`config.mk`:
```
export PLATFORM = sky130hd
export DESIGN_NAME = utf8_stream_decoder
export DESIGN_NICKNAME = d
export VERILOG_FILES = /design/src/hw/rtl/utf8d_pkg.sv /design/src/hw/rtl/utf8d_datapath.sv /design/src/hw/rtl/utf8d_ctrl.sv /design/src/hw/rtl/utf8_stream_decoder.sv
export SDC_FILE = /design/constraint.sdc
export NUM_CORES = 1
export LEC_CHECK = 0
export BUFFER_PORTS_ARGS = -buffer_cell sky130_fd_sc_hd__buf_2
export CAP_MARGIN = 20
export CORE_ASPECT_RATIO = 0.7
export CORE_MARGIN = 3
export CORE_UTILIZATION = 30
export DETAILED_ROUTE_END_ITERATION = 8
export GPL_ROUTABILITY_DRIVEN = 0
export PLACE_DENSITY = 0.45
export SLEW_MARGIN = 20
export SYNTH_ARGS = -nofsm -noshare
export SYNTH_HDL_FRONTEND = slang
export SYNTH_HIERARCHICAL = 1
export SYNTH_SLANG_ARGS = --single-unit
```
`constraint.sdc`:
```
create_clock -name clk -period 6.1 [get_ports clk]
set_clock_uncertainty 0.05 [all_clocks]
set_input_delay 0.305 -clock clk [delete_from_list [all_inputs] [get_ports clk]]
set_output_delay 0.305 -clock clk [all_outputs]
set_load 0.02 [all_outputs]
```
`src/hw/rtl/utf8d_pkg.sv`:
```
`default_nettype none

package utf8d_pkg;

    localparam int unsigned CP_W      = 21;
    localparam int unsigned CNT_W     = 3;
    localparam int unsigned WIN_DEPTH = 4;

    localparam logic [CP_W-1:0] ERR_CP_RESET = 21'h00FFFD;
    localparam logic [CP_W-1:0] SURR_LO      = 21'h00D800;
    localparam logic [CP_W-1:0] SURR_HI      = 21'h00DFFF;

    // Register map: byte address bit 2 selects the register.
    localparam logic REG_ERROR_CP = 1'b0;

    // Controller to datapath
    typedef struct packed {
        logic load;   // append the incoming item to the window
        logic emit;   // register the head result and drop its bytes
    } utf8d_cmd_t;

    // Datapath to controller
    typedef struct packed {
        logic has_result;  // head of window yields a result now
        logic is_last;     // that result is the final one for this item
        logic slot_free;   // output register can take a result this cycle
    } utf8d_status_t;

    // Sequence length implied by a lead byte; zero for a bad lead.
    function automatic logic [CNT_W-1:0] lead_len(input logic [7:0] b);
        logic [CNT_W-1:0] len;
        len = 3'd0;
        if (b[7] == 1'b0)
            len = 3'd1;
        else if (b[7:5] == 3'b110)
            len = 3'd2;
        else if (b[7:4] == 4'b1110)
            len = 3'd3;
        else if (b[7:3] == 5'b11110)
            len = 3'd4;
        return len;
    endfunction

endpackage

`default_nettype wire

```
`src/hw/rtl/utf8d_datapath.sv`:
```
`default_nettype none

module utf8d_datapath
    import utf8d_pkg::*;
(
    input  wire logic               clk,
    input  wire logic               rst_n,
    input  wire utf8d_cmd_t         cmd,
    output utf8d_status_t           status,
    input  wire logic [7:0]         in_byte,
    input  wire logic               in_flush,
    input  wire logic [CP_W-1:0]    err_cp,
    input  wire logic               out_ready,
    output logic                    out_valid,
    output logic [CP_W-1:0]         out_cp,
    output logic [CNT_W-1:0]        out_count,
    output logic                    out_error,
    output logic                    out_last
);

    logic [7:0]       win_reg [WIN_DEPTH];
    logic [7:0]       win_next [WIN_DEPTH];
    logic [CNT_W-1:0] cnt_reg, cnt_next;
    logic             flush_reg, flush_next;

    logic             valid_reg, valid_next;
    logic [CP_W-1:0]  cp_reg, cp_next;
    logic [CNT_W-1:0] bc_reg, bc_next;
    logic             err_reg, err_next;
    logic             last_reg, last_next;

    logic [CNT_W-1:0] need;
    logic             complete;
    logic             cont_ok;
    logic [CP_W-1:0]  cp_asm;
    logic             surr;
    logic             bad;
    logic [CNT_W-1:0] take;
    logic [CNT_W-1:0] cnt_after;
    logic [7:0]       next_head;
    logic [CNT_W-1:0] need_after;

    // Evaluate the sequence at the head of the window
    always_comb
    begin
        need     = lead_len(win_reg[0]);
        complete = (need != 3'd0) && (cnt_reg >= need);
        cont_ok  = 1'b1;
        for (int i = 1; i < WIN_DEPTH; i++)
        begin
            if ((CNT_W'(i) < need) && (win_reg[i][7:6] != 2'b10))
                cont_ok = 1'b0;
        end
        unique case (need)
            3'd1:    cp_asm = {13'd0, win_reg[0]};
            3'd2:    cp_asm = {10'd0, win_reg[0][4:0], win_reg[1][5:0]};
            3'd3:    cp_asm = {5'd0, win_reg[0][3:0], win_reg[1][5:0], win_reg[2][5:0]};
            3'd4:    cp_asm = {win_reg[0][2:0], win_reg[1][5:0], win_reg[2][5:0],
                               win_reg[3][5:0]};
            default: cp_asm = '0;
        endcase
        surr = (cp_asm >= SURR_LO) && (cp_asm <= SURR_HI);
        bad  = (need == 3'd0) || !complete || !cont_ok || surr;
        take = bad ? 3'd1 : need;

        status.has_result = (cnt_reg != 3'd0)
                          && ((need == 3'd0) || complete || flush_reg);

        // Look ahead at the next head to tell whether this result ends the run
        cnt_after  = cnt_reg - take;
        next_head  = win_reg[take[1:0]];
        need_after = lead_len(next_head);
        status.is_last = (cnt_after == 3'd0)
                       || (!flush_reg && (need_after != 3'd0) && (cnt_after < need_after));
        status.slot_free = !valid_reg || out_ready;
    end

    always_comb
    begin
        win_next   = win_reg;
        cnt_next   = cnt_reg;
        flush_next = flush_reg;
        valid_next = valid_reg && !out_ready;
        cp_next    = cp_reg;
        bc_next    = bc_reg;
        err_next   = err_reg;
        last_next  = last_reg;

        if (cmd.load)
        begin
            win_next[cnt_reg[1:0]] = in_byte;
            cnt_next               = cnt_reg + 3'd1;
            flush_next             = in_flush;
        end
        else if (cmd.emit)
        begin
            // Shift the window down by the bytes consumed
            for (int i = 0; i < WIN_DEPTH; i++)
            begin
                if ((i + int'(take)) < WIN_DEPTH)
                    win_next[i] = win_reg[i + int'(take)];
            end
            cnt_next   = cnt_after;
            valid_next = 1'b1;
            cp_next    = bad ? err_cp : cp_asm;
            bc_next    = take;
            err_next   = bad;
            last_next  = status.is_last;
        end
    end

    always_ff @(posedge clk or negedge rst_n)
    begin
        if (!rst_n)
        begin
            cnt_reg   <= '0;
            flush_reg <= 1'b0;
            valid_reg <= 1'b0;
        end
        else
        begin
            cnt_reg   <= cnt_next;
            flush_reg <= flush_next;
            valid_reg <= valid_next;
        end
    end

    always_ff @(posedge clk)
    begin
        win_reg  <= win_next;
        cp_reg   <= cp_next;
        bc_reg   <= bc_next;
        err_reg  <= err_next;
        last_reg <= last_next;
    end

    assign out_valid = valid_reg;
    assign out_cp    = cp_reg;
    assign out_count = bc_reg;
    assign out_error = err_reg;
    assign out_last  = last_reg;

endmodule

`default_nettype wire

```
`src/hw/rtl/utf8d_ctrl.sv`:
```
`default_nettype none

module utf8d_ctrl
    import utf8d_pkg::*;
(
    input  wire logic          clk,
    input  wire logic          rst_n,
    input  wire logic          in_valid,
    output logic               in_ready,
    input  wire utf8d_status_t status,
    output utf8d_cmd_t         cmd
);

    typedef enum logic {
        ST_IDLE,
        ST_SCAN
    } state_t;

    state_t state_reg, state_next;

    always_comb
    begin
        cmd.load   = (state_reg == ST_IDLE) && in_valid;
        cmd.emit   = (state_reg == ST_SCAN) && status.has_result && status.slot_free;
        state_next = state_reg;
        unique case (state_reg)
            ST_IDLE:
            begin
                if (in_valid)
                    state_next = ST_SCAN;
            end
            ST_SCAN:
            begin
                // Return once the window holds nothing more to report
                if (!status.has_result)
                    state_next = ST_IDLE;
                else if (status.slot_free && status.is_last)
                    state_next = ST_IDLE;
            end
            default: state_next = ST_IDLE;
        endcase
    end

    always_ff @(posedge clk or negedge rst_n)
    begin
        if (!rst_n)
            state_reg <= ST_IDLE;
        else
            state_reg <= state_next;
    end

    assign in_ready = (state_reg == ST_IDLE);

endmodule

`default_nettype wire

```
`src/hw/rtl/utf8_stream_decoder.sv`:
```
// Channel   | Dir | Handshake          | Payload
// ----------+-----+--------------------+---------------------------------------------
// s_*       | in  | s_tvalid/s_tready  | tdata[7:0] data_byte, tlast end_of_data
// m_*       | out | m_tvalid/m_tready  | tdata codepoint, char_len; tuser is_error;
//           |     |                    | tlast last_of_run
// APB       | in  | psel/penable       | reg 0 @ 0x0: error_codepoint[20:0]
//
// An item is accepted, then the results it completes are emitted in turn;
// no new item is accepted until the last of them is emitted. The head-of-window
// evaluate-and-shift step, one result per cycle, sets the rate.
// A full output register stalls that step until m_tready frees it; the
// output register lets the next item be accepted while a result waits.
// rst_n clears the window count and control state; error_codepoint resets to 0xFFFD.
`default_nettype none

module utf8_stream_decoder
    import utf8d_pkg::*;
(
    input  wire logic        clk,
    input  wire logic        rst_n,
    // Input stream
    input  wire logic        s_tvalid,
    output logic             s_tready,
    input  wire logic [7:0]  s_tdata,   // [7:0] data_byte
    input  wire logic        s_tlast,   // end_of_data
    // Output stream
    output logic             m_tvalid,
    input  wire logic        m_tready,
    output logic [23:0]      m_tdata,   // [20:0] codepoint, [23:21] char_len
    output logic             m_tuser,   // [0] is_error
    output logic             m_tlast,   // last_of_run
    // Configuration
    input  wire logic        psel,
    input  wire logic        penable,
    input  wire logic        pwrite,
    input  wire logic [2:0]  paddr,
    input  wire logic [31:0] pwdata,
    output logic [31:0]      prdata,
    output logic             pready
);

    utf8d_cmd_t       cmd;
    utf8d_status_t    status;
    logic [CP_W-1:0]  err_cp_reg, err_cp_next;
    logic [CP_W-1:0]  out_cp;
    logic [CNT_W-1:0] out_count;

    // Configuration register: written on the access phase, reads back as stored
    assign pready = 1'b1;

    always_comb
    begin
        err_cp_next = err_cp_reg;
        if (psel && penable && pwrite && (paddr[2] == REG_ERROR_CP))
            err_cp_next = pwdata[CP_W-1:0];
    end

    always_ff @(posedge clk or negedge rst_n)
    begin
        if (!rst_n)
            err_cp_reg <= ERR_CP_RESET;
        else
            err_cp_reg <= err_cp_next;
    end

    assign prdata = (paddr[2] == REG_ERROR_CP) ? {11'd0, err_cp_reg} : 32'd0;

    // Sequencer: accept an item, then walk the window one result at a time
    utf8d_ctrl u_ctrl (
        .clk      (clk),
        .rst_n    (rst_n),
        .in_valid (s_tvalid),
        .in_ready (s_tready),
        .status   (status),
        .cmd      (cmd)
    );

    // Window, head decode and output register
    utf8d_datapath u_dp (
        .clk       (clk),
        .rst_n     (rst_n),
        .cmd       (cmd),
        .status    (status),
        .in_byte   (s_tdata),
        .in_flush  (s_tlast),
        .err_cp    (err_cp_reg),
        .out_ready (m_tready),
        .out_valid (m_tvalid),
        .out_cp    (out_cp),
        .out_count (out_count),
        .out_error (m_tuser),
        .out_last  (m_tlast)
    );

    assign m_tdata = {out_count, out_cp};

endmodule

`default_nettype wire

```
## Word level (Yosys, flattened, before mapping)

Cells that the tools add are included.

- Flip-flop bits (word level): 85
- Latch bits: 0
- RAM bits: 0
- ROM bits: 0
- Input bits: 51
- Word-level logic and storage cells: 152
- Memories: 0

- $add $sub $neg: 8
- Multipliers: 0
- Divide/modulo/power cells: 0
- Order comparisons: 18
- Equal/unequal tests: 13
- Shift operators: 0
- Multiplexer cells: 47
- Bitwise gates (word level): 9
- Reduce and logical (&&, ||, !) cells: 44

Operators with widths:

| operator | count |
|---|---|
| $ge A32 B3 Y1 const B | 4 |
| $mux W8 | 15 |
| $lt A32 B3 Y1 const B | 3 |
| $not A32 Y32 | 3 |
| $pmux W21 S4 | 1 |
| $bmux W8 S2 | 5 |
| $mux W32 | 2 |
| $mux W21 | 2 |
| $mux W3 | 11 |
| $bwmux W32 | 1 |
| $not A3 Y32 | 1 |
| $ge A21 B16 Y1 const B | 1 |
| $le A21 B16 Y1 const B | 1 |
| $logic_and A1 B1 Y1 | 17 |
| $add A2 B3 Y4 const A | 4 |
| $demux W8 S2 | 1 |
| $eq A5 B5 Y1 const B | 2 |
| $reduce_and A2 Y1 | 5 |
| $reduce_bool A2 Y1 | 5 |
| $eq A3 B3 Y1 const B | 3 |
| $reduce_bool A3 Y1 | 3 |
| $add A1 B3 Y4 const A | 2 |
| $eq A4 B4 Y1 const B | 2 |
| $mux W1 | 8 |
| 18 further kinds | 37 |

## Longest topological paths before layout

Gate-level depths: netlist (run 1).

- Depth after elaboration: 31
- Mapped depth: 25
- Depth with buffers taken out: 22

## By module

Netlist (run 1), hierarchy kept.

By module, submodules not included:

| module | instances | cells an instance | area an instance (sq um) | seq. area each (sq um) |
|---|---|---|---|---|
| utf8d_datapath | 1 | 433 | 4,415.5 | 1,866.8 |
| utf8_stream_decoder | 1 | 82 | 1,138.6 | 544.3 |
| utf8d_ctrl | 1 | 6 | 57.6 | 25.0 |

## Worst setup path before layout (run 1)

Ideal clock, no wire load.

- Kind: flip-flop to flip-flop
- From: reg u_dp/win_reg[27] in the netlist's numbering
- To: reg u_ctrl.state_reg
- Setup time: 120 ps
- Arrival: 4,775 ps
- Required time: 5,930 ps
- Setup slack: 1,155 ps
- Stages on the path, launching flop included: 23
- Path buffers: 3
- Period minus slack after synthesis: 4,945 ps
- Cells stage by stage: edfxtp_1 > buf_2 > nor2_1 > clkbuf_1 > inv_1 > ha_1 > nand2_1 > o21a_1 > a211oi_1 > and3_1 > inv_2 > buf_4 > fa_1 > xor2_1 > xnor2_4 > inv_1 > ha_1 > o221a_2 > o21ai_0 > a211oi_1 > nor4_2 > nand2_1 > a31o_1

RTL lines:

| what | line | text |
|---|---|---|
| start, declared | utf8d_datapath.sv:21 | `logic [7:0] win_reg [WIN_DEPTH];` |
| start signal, assigned | utf8d_datapath.sv:130 | `win_reg <= win_next;` |
| end signal, assigned | utf8d_ctrl.sv:49 | `state_reg <= state_next;` |
| end, declared | utf8d_ctrl.sv:19 | `state_t state_reg, state_next;` |

==> summary.md, run 1 <==
| Metric | Value |
|---|---|
| Leading area contributor after synthesis | `edfxtp_1` |
| Post-synth EDFFs | `58` |
| Layout Nets | `652` |
| Initial antenna violation count | `0` |
| Initial Utilization | `0.3090` |
| Worst EP required | `6.29 ns` |
| Final Hold Viols | `0` |
| Maximum VDD drop | `198.2 uV` |
| Final Setup Violations | `0` |
| Largest net degree at the start of global routing | `between 40 and 50` |
| Hold crit path type | `in2reg` |
| Leak | `about 2.6 nW` |
| Crit path max fanout | `14` |
| Top Ports | `between 100 and 150` |
| Clock slew at reported path FFs | `0.07 ns` |
| Fmax achieved | `about 180 MHz` |
| Yosys warns | `6` |
| XOR/XNOR Fraction of Synth Area | `0.01115` |
| Max Cap Violations | `0` |
| Avg Inst Size Synth | `10.77 um2` |
| Routed length per instance | `21.14 um` |
| Final TNS setup | `0 ns` |
| Mux contribution to synthesized area | `0.1373` |
| Final slew viol count | `0` |
| IO buf count | `between 80 and 90` |
| Std cell rows | `between 40 and 50` |
| ANT cells | `0` |
| First-pass GRT wire length | `26300 um` |
| CP Launch Type | `register` |
| Share of synthesized cell area in and, or, nand and nor gates | `0.1518` |
| Hold WS | `approximately 0.14 ns` |
| H-tree depth | `3` |
| Synth Area in Compound Gates | `0.1621` |
| Die Wd | `169.5 um` |
| DRC viols | `0` |
| Pre-antenna DRT Iters | `6` |
| CP endpoint kind | `register` |
| Top_reg_cell synth | `edfxtp_1` |
| Synth async-reset ratio | `0.3176` |
| Area grow syn2layout | `14.58%` |
| Sequential fraction of the synthesis area | `0.4341` |
| Skew-Pair Late Insertion Delay | `between 0.3 and 0.4 ns` |
| Synth top area share | `0.3104` |
| Outcome | `finished, final reports clean` |
| Die Y | `about 120 um` |
| Routed vias/inst | `between 5 and 6` |
| Final WL | `roughly 18000 um` |
| CTS-repair resized insts | `0` |
| Vias in the first global route | `4188` |
| WS Path Type | `reg2reg` |
| Clk sink count | `85` |
| Synth Register Bits | `85` |
| Global route overflow | `0` |
| Area contributors post-synth | `edfxtp_1, dfstp_2, mux2i_1` |
| Syn Std Cell Area | `5612 um2` |
| Post-synthesis adder-cell area fraction | `0.03032` |
| Detailed Place HPWL | `between 10000 and 15000 um` |
| Max reg flops | `32` |
| Post-DRT Antenna Nets | `0` |
| Syn Inst Count | `approximately 520` |
| Total track usage | `0.1714` |
| Layout cell share with drive strength beyond 1 | `0.3103` |
| Slew @ Worst Pin | `approximately 0.83 ns` |
| Root Driver | `clkbuf_16` |
| Post-layout min period | `5.641 ns` |
| Cts bufs inserted | `9` |
| Core ar. | `between 15000 and 20000 um2` |
| Relative slew slack | `0.4440` |
| Placed cell count | `slightly above 800` |
| Total power divided by cell area | `roughly 650 nW/um2` |
| Vias | `~4500` |
| Largest family of logic cells by synthesized area | `compound AO/OA/AOI/OAI gates` |
| Post-Layout Cell Count | `about 830` |
| Post-synth cell types | `73` |
| Starting DRT DRC Count | `roughly 560` |
| Max clock buf depth | `2` |
| Final critical-path share of the clock period | `0.9247` |
| RSZ-0062 raised after global routing | `no` |
| TritonCTS clock tree | `done` |
| Flop2flop setup slack | `roughly 0.46 ns` |
| Critical Path AT | `between 5 and 6 ns` |
| Die area | `a little over 20000 um2` |
## synth_stat cells, types with 6 or more instances
cell type / number
a32o_1: 9
mux2_4: 21
clkbuf_1: 16
a22o_1: 7
buf_4: 14
edfxtp_1: 58
a21oi_1: 17
o21ai_0: 22
buf_6: 6
dfrtp_1: 12
a31oi_1: 7
mux2_2: 12
buf_2: 9
dfstp_2: 15
nor2_1: 28
ha_1: 12
nand2_1: 50
inv_1: 20
a222oi_1: 8
nand3_1: 19
nor2b_1: 27
mux2i_1: 32
## stage by stage
stage	worst slack (ns)	util	cell area, um2	power, mW
6_report	0.4591	0.3541	6430	4.180
3_5_place_dp	0.5829	0.3381	6140	3.619
2_1_floorplan	1.155	-	5649	2.951
4_1_cts	0.5216	0.3537	6424	4.168
3_3_place_gp	0.7309	0.3381	6140	3.593
5_1_grt	0.1201	0.3541	6430	4.457
## worst max-delay path, stage by stage, from the launching register on
cell and delay (ns):
edfxtp_1 0.63, nand2_1 0.19, a21oi_1 0.35, inv_1 0.15, ha_1 0.30, nand2_1 0.06, o21a_1 0.24, a211oi_1 0.49
and3_1 0.24, buf_4 0.23, inv_2 0.19, fa_1 0.45, xor2_1 0.35, xnor2_4 0.21, inv_1 0.08, ha_1 0.29
o221a_2 0.12, o21ai_0 0.12, a222oi_1 0.15, nor4_2 0.35, nand2_1 0.10, a31o_1 0.22
## cell usage in the layout, fill, tap and decap left out, types with 10 or more instances in the layout
cell       n
nand3_1   19
ha_1      12
a21oi_1   17
mux2_2    12
nor2_1    28
dfrtp_1   12
dfstp_2   15
mux2_4    21
mux2i_1   32
nand2_1   50
buf_4     10
buf_2     86
conb_1    12
o21ai_0   22
inv_1     20
nor2b_1   27
edfxtp_1  58
## routing by layer
metal / global-route usage / part of all wire / routed length [um]
met1: 0.2798 / 0.52 / 9167
met2: 0.2309 / 0.40 / 7017
met3: 0.03137 / 0.067 / 1178
met4: 0.03422 / 0.0094 / 165
met5: 0 / 0 / 0
## cell type report
| class | count | area, um2 |
|---|---|---|
| multi-input cells | 372 | 2823 |
| fillers | 1870 | 11730 |
| well taps | 236 | 295.3 |
| clock inverters | 6 | 45.04 |
| inverters | 23 | 86.33 |
| repair buffers | 97 | 515.5 |
| clock buffers | 10 | 229.0 |
| flip-flops and latches | 85 | 2436 |
## report_power, final
part | switching, mW | internal (mW)
combinational | 1.40 | 0.889
clock | 0.252 | 0.280
sequential | 0.307 | 1.05
total | 1.96 | 2.22
## cell families after synthesis
family / after synthesis
buffers and inverters: 74
other: 2
xor gates and xnor gates: 5
adders and majority gates: 13
and+or+nand+nor: 158
DFF: 85
AOI/OAI and AO/OA: 119
muxes: 65
## path summary, 6_finish.rpt
path | startpoint | to | depth (start not counted)
min in group asynchronous | rst_n | u_dp/flush_reg$_DFFE_PN0P_ | 2
worst min register to register | err_cp_reg[17]$_DFFE_PN0P_ | err_cp_reg[17]$_DFFE_PN0P_ | 1
worst max-delay path | u_dp/win_reg[30]$_DFFE_PP_ | u_ctrl/state_reg$_DFF_PN0_ | 21
worst max register to register | u_dp/win_reg[30]$_DFFE_PP_ | u_ctrl/state_reg$_DFF_PN0_ | 21
max in group asynchronous | rst_n | err_cp_reg[1]$_DFFE_PN0P_ | 2
worst min-delay path | pwdata[19] | err_cp_reg[19]$_DFFE_PN0P_ | 2
## repair_timing
item	CTS	global route
buffers inserted	0	0
hold endpoints to repair	12	0
hold buffers	1	0
Power figures use the tool's default switching activity.
==> run 2: changes to the inputs <==
RECOVER_POWER = 100   (was unset)
==> run 2 against run 1 <==
  * The run now ends with capacitance limit, slew limit left
  * Sequential power hardly changed
  * Die area stayed put
  * Worst hold slack worse by 0.017 ns
  * Cell area is 3.4% lower
  * Setup slack worse by 0.018 ns
  * Total power is 2.2% lower
  * Register-to-register slack worse by 0.02 ns
  * Wire length is 0.33% lower
  * Largest cell class unchanged
==> summary.md, run 2 (same netlist as run 1, synthesis figures left out) <==
| Metric | Value |
|---|---|
| Final Hold Viols | `0` |
| Detailed Place HPWL | `approximately 13000 um` |
| Slowest-stage cell, CP | `clkbuf_1` |
| Top Ports | `roughly 110` |
| Die Y | `120.4 um` |
| Fmax achieved | `176.7 MHz` |
| Post-Layout Cell Count | `between 800 and 900` |
| Final slew viol count | `around 130` |
| Initial antenna violation count | `0` |
| Layout Nets | `between 600 and 700` |
| Total track usage | `0.1714` |
| Layout cell share with drive strength beyond 1 | `0.1636` |
| Max reg flops | `32` |
| Final TNS setup | `0 ns` |
| Final WL | `17470 um` |
| Pre-antenna DRT Iters | `5` |
| DRC viols | `0` |
| Filler instances | `between 1500 and 2000` |
| Relative slew slack | `-0.3596` |
| Initial Utilization | `0.3090` |
| Die Wd | `approximately 170 um` |
| Total power divided by cell area | `roughly 660 nW/um2` |
| Area grow syn2layout | `10.64%` |
| Worst EP required | `~6.0 ns` |
| # Post-CTS Setup Buffers | `0` |
| Leading cell type in the layout, fill and taps excluded | `edfxtp_1` |
| Starting DRT DRC Count | `~480` |
| Maximum VDD drop | `around 200 uV` |
| CP endpoint kind | `register` |
| Skew-Pair Late Insertion Delay | `0.35 ns` |
| Vias | `about 4400` |
| Critical Path AT | `~5.6 ns` |
| WS Path Type | `reg2reg` |
| Max clock buf depth | `2` |
| Storage cell area | `between 2000 and 2500 um2` |
| Post-layout min period | `5.659 ns` |
| Root Driver | `clkbuf_16` |
| RSZ-0062 raised after global routing | `no` |
| Std cell rows | `~40` |
| Die area | `~20000 um2` |
| Area of the multi-input gates | `about 2700 um2` |
| Clock slew at reported path FFs | `around 0.070 ns` |
| Max Cap Violations | `4` |
| First-pass GRT wire length | `26300 um` |
| Failing checks | `capacitance limit, slew limit` |
| Core ar. | `~18000 um2` |
| Final critical-path share of the clock period | `0.9276` |
| Worst-path cell chain | `nand2_1 -> a21oi_1 -> inv_1 -> ha_1 -> nand2_1 -> o21ai_0 -> o2111ai_1 -> nor2_8 -> clkbuf_1 -> ha_1 -> xor2_1 -> o21ai_0 -> clkbuf_1` |
| Cell Area, Placed | `~6100 um2` |
| Global route overflow | `0` |
| Final Setup Violations | `0` |
| PnR worst setup slack | `around 0.44 ns` |
| CP Launch Type | `register` |
| Largest net degree at the start of global routing | `slightly above 40` |
| Post-DRT Antenna Nets | `0` |
| Leak | `about 2.3 nW` |
| H-tree depth | `3` |
| Clk sink count | `85` |
| Hold WS | `approximately 0.12 ns` |
| Outcome | `finished with violations` |
| Routed vias/inst | `between 5 and 6` |
| Cts bufs inserted | `9` |
| Worst slack, placed | `0.5829 ns` |
| TritonCTS clock tree | `done` |
| Crit path max fanout | `30` |
| Design Area, Final | `around 6200 um2` |
| Vias in the first global route | `4188` |
| Hold crit path type | `in2reg` |
| ANT cells | `0` |
| Final core utilization | `0.3419` |
| Slowest stage delay, CP | `between 1 and 1.5 ns` |
| IO buf count | `between 80 and 90` |
| Routed length per instance | `21.07 um` |
| Placed cell count | `812` |
| PnR Total Power | `4.089 mW` |
| Slew @ Worst Pin | `2.039 ns` |
| Commonest cells after routing, fill and taps aside | `edfxtp_1, clkbuf_1, nand2_1` |
## run 2: layer usage
layer  routed length [um]  vias to the layer above  GRT usage  share of wire
li1                     -                     2044          -              -
met1                 8946                     2186     0.2798           0.51
met2                 7102                      176     0.2309           0.41
met3                 1274                       12    0.03137          0.073
met4                  147                        0    0.03422         0.0084
met5                    0                        -          0              0
## run 2: critical path: cells and delay by family, from the launching register on
family,cells,cell delay (ns)
AOI/OAI and AO/OA,4,1.27
buffers and inverters,3,2.17
and+or+nand+nor,3,0.43
DFF,1,0.60
adders and majority gates,2,0.67
xor gates and xnor gates,1,0.07
## run 2: area by class of cell
type                            instances  share of cell area
Clock inverter                          6            0.007255
Clock buffer                           10             0.03688
Tap cell                              236             0.04756
Timing Repair Buffer                   97             0.06973
Inverter                               23             0.01391
Sequential cell                        85              0.3924
Multi-Input combinational cell        372              0.4323
## run 2: final timing paths
| check | startpoint | endpoint | slack (ns) | cells past startpoint |
|---|---|---|---|---|
| setup / recovery | u_dp/win_reg[30]$_DFFE_PP_ | u_dp/win_reg[4]$_DFFE_PP_ | 0.44 | 13 |
| hold / removal | pwdata[18] | err_cp_reg[18]$_DFFE_PN0P_ | 0.12 | 2 |
| setup reg to reg | u_dp/win_reg[30]$_DFFE_PP_ | u_dp/win_reg[4]$_DFFE_PP_ | 0.44 | 13 |
| hold reg to reg | err_cp_reg[17]$_DFFE_PN0P_ | err_cp_reg[17]$_DFFE_PN0P_ | 0.47 | 1 |
| max in group asynchronous | rst_n | err_cp_reg[1]$_DFFE_PN0P_ | 4.16 | 2 |
| min in group asynchronous | rst_n | u_dp/out_valid$_DFF_PN0_ | 0.87 | 2 |
## run 2: power breakdown
| group | switching, mW | internal (mW) |
|---|---|---|
| clock | 0.253 | 0.280 |
| combinational | 1.38 | 0.818 |
| sequential | 0.306 | 1.06 |
| total | 1.94 | 2.15 |
## run 2: timing repair
item / CTS / global route
hold endpoints to repair: 12 / 0
endpoints found under the setup margin: 0 / 0
hold buffers: 1 / 0
resized for setup: 0 / 0
